<file path="src/hdl/hmmb_ram.sv">
// generic single port ram with registered read
`default_nettype none
module hmmb_ram #(
   parameter int WIDTH = 8,
   parameter int DEPTH = 256
) (
   input  wire logic                     clock,
   input  wire logic                     wr_en,
   input  wire logic [$clog2(DEPTH)-1:0] addr,
   input  wire logic [WIDTH-1:0]         wr_data,
   output logic      [WIDTH-1:0]         rd_data
);
   logic [WIDTH-1:0] mem [DEPTH];

   always_ff @(posedge clock) begin
      if (wr_en) begin
         mem[addr] <= wr_data;
      end
      rd_data <= mem[addr];
   end
endmodule
`default_nettype wire

</file>
<file path="config.mk">
export PLATFORM = sky130hd
export DESIGN_NAME = hmmb_ram
export DESIGN_NICKNAME = d
export VERILOG_FILES = /design/src/hdl/hmmb_ram.sv
export SDC_FILE = /design/constraint.sdc
export NUM_CORES = 2
export LEC_CHECK = 0
export ABC_AREA = 0
export ABC_CLOCK_PERIOD_IN_PS = 4320
export BUFFER_PORTS_ARGS = -buffer_cell sky130_fd_sc_hd__buf_2
export CAP_MARGIN = 0
export CORE_MARGIN = 2
export CORE_UTILIZATION = 27
export CTS_CLUSTER_SIZE = 10
export DETAILED_ROUTE_END_ITERATION = 8
export GPL_ROUTABILITY_DRIVEN = 0
export PLACE_DENSITY = 0.47
export SKIP_CTS_REPAIR_TIMING = 1
export SYNTH_ARGS = -nofsm -noshare
export SYNTH_HDL_FRONTEND = slang
export SYNTH_SLANG_ARGS = --single-unit
</file>
<file path="constraint.sdc">
create_clock -name clock -period 4.32 [get_ports clock]
set_input_delay 0.432 -clock clock [delete_from_list [all_inputs] [get_ports clock]]
set_output_delay 0.432 -clock clock [all_outputs]
set_load 0.05 [all_outputs]
</file>
==> out/metrics.cfg <==
[run_status]
status=finished, final reports clean

[yosys]
yosys_warnings=0
synth_nets=3565
synth_seq_cells=2056
syn_area_sq_um=78490
syn_area_per_cell_sq_um=22.13
syn_inst=3547
synth_seq_area_share_pct=78.55
synth_cell_types=22

[layout]
fin_cells=7894
fill_cells=27390
register_area_sq_um=61660
syn2layout_area_growth_pct=17.21
n_antenna_cell=0
drive_above_1_share_pct=28.70
multi_input_area_sq_um=15820
nNetsFinal=3939

[placement]
portBuffers=25
dpl.hpwl_um=128300
placedCellCount=7570

[setup_path]
required_ns=5.01
end_kind=flip-flop
cp-startpoint=addr[0]
start_kind=input pin
crit_fanout=28
path_class=in2reg
reg2reg_from=mem[191][2]$_DFFE_PP_
cp.arrival_ns=3.92

[pwr]
power.leakage_nw=27.79
p_int_mw=32.24
seqPwrFrac_pct=53.6
ir_drop_mv=0.4632
p_sw_mw=8.913
power.share.switching_pct=21.66
p_comb_share_pct=4.8
power.density_nw_per_um2=447.4
pwr-share-clk_pct=41.6

[timing]
rsz0062_at_grt=false
fmax_ghz=0.3096
finalMaxSlewViolations=0
final_hold_viol_count=0
setup_viol=0
skew_ns=0.04560
period_minus_slack_ns=3.230
fin_crit_sh_pct=74.77
fin_tns_setup_ns=0
worst_pin_slew_ns=1.245
maxSlewHeadroom_pct=15.92

[floorplanning]
die_w_um=543.2
core_sq_um=288600
die_y_um=543.2
num_rows=197
ioPinCount=26
initial_core_util_pct=27.19
die_area_sq_um=295000

[global_route]
use_met3_pct=2.294
grt_first_pass_wirelength_um=300300
grt_usage_pct=14.15
busiest_layer=met2
grt_antenna_before_repair=10
met2_usage_pct=23.25
grt_max_degree=127
grt_pass1_vias=39160
grt-ovfl-total=0
grt_util_met1_pct=19.50

[detailed_routing]
vias=37600
wirelength_um=210100
drc=0
via_per_inst=4.763
routedWlPerCell_um=26.62
ant_nets=0
drt_first_iter_violations=3603
drt_first_pass_iters=6

[clocking]
numCtsBuffers=228
clock_latency_ns=0.87
clkTransAtPathRegs_ns=0.06
cts_tree=yes
cts_max_level=4
clockBufferDepth=3
numClockSinks=2056
root_buffer=clkbuf_16

[flow_run]
max_cap_violations=0

[hold_path]
hold_path.startpoint=wr_data[6]
hp-class=in2reg

## cells in the final DEF, fill, tap and decap left out, types with 8 or more instances in the layout
master,instances
a21oi_1,128
a22oi_1,256
buf_12,39
buf_2,15
buf_4,311
buf_8,10
clkbuf_1,70
clkbuf_16,228
dfxtp_1,8
edfxtp_1,2048
mux4_2,512
nand2_1,27
nand4_1,8
nor2_1,231
nor3_1,30
o41ai_1,29
## final timing paths
path	slack [ns]	cells after the start	endpoint
min	0.03	1	mem[161][6]$_DFFE_PP_
min reg2reg	0.99	5	rd_data[6]$_DFF_P_
max reg2reg	1.37	5	rd_data[2]$_DFF_P_
max	1.09	9	rd_data[4]$_DFF_P_
## cell usage after synthesis, drive strengths merged
cell type  number  area share (%)
nand3          13           0.083
a21oi         128            0.82
nand2          28            0.13
clkbuf        145            0.69
nand2b          6           0.048
nor3           30            0.19
nor2b           7           0.056
a22oi         256             2.4
mux4          512              15
dfxtp           8            0.20
nor2          232             1.1
or2             2           0.016
edfxtp       2048              78
o41ai          32            0.36
and2            3           0.024
nand4           8           0.064
or3             1          0.0080
inv             1          0.0048
buf            87            0.70
## layer usage
metal / part of all wire, % / wire, um
met4: 2.1 / 4345
met5: 0 / 0
met1: 44 / 92870
met2: 49 / 102900
met3: 4.8 / 10040
## critical path, stage by stage
cell,delay [ns]
buf_8,0.32
buf_12,0.29
buf_12,0.26
buf_4,0.42
mux4_2,0.55
a22oi_1,0.24
a21oi_1,0.13
o41ai_1,1.00
nand4_1,0.16
## cells by family after synthesis
family	synth area share [%]
DFF	78.55
buffers and inverters	1.401
AOI/OAI and AO/OA	3.622
muxes	14.69
and+or+nand+nor	1.733
## registers in the layout, indices dropped and copies added (netlist names)
register / cells
rd_data: 8
mem: 2048
## layout make-up
type,count,share of cell area (%)
Inverter,1,0.004080
Timing Repair Buffer,376,3.642
Sequential cell,2056,67.02
Clock buffer,298,6.487
Tap cell,3880,5.277
Multi-Input combinational cell,1258,17.19
Clock inverter,25,0.3740
## through the flow
step	worst slack [ns]	utilization, %	hold WS (ns)	instance area (sq um)	power, mW
4_1_cts	1.209	31.87	-0.02482	91990	41.65
5_1_grt	1.078	31.87	0.03217	92000	42.44
3_5_place_dp	0.2585	29.68	0.9456	85680	24.50
3_3_place_gp	0.2368	29.68	0.9358	85680	24.48
2_1_floorplan	1.669	-	0.5309	78490	23.44
6_report	1.090	31.87	0.02539	92000	41.16
## power groups by stage
stage / Clock (mW) / Sequential (mW) / Combinational (mW)
6_report: 17.1 / 22.0 / 1.98
5_1_grt: 18.3 / 22.0 / 2.12
2_1_floorplan: 0 / 22.5 / 0.977
4_1_cts: 17.6 / 22.1 / 2.04
3_5_place_dp: 0 / 22.5 / 2.04
3_3_place_gp: 0 / 22.5 / 2.02
Note: power is estimated with default switching activity, not from simulation.
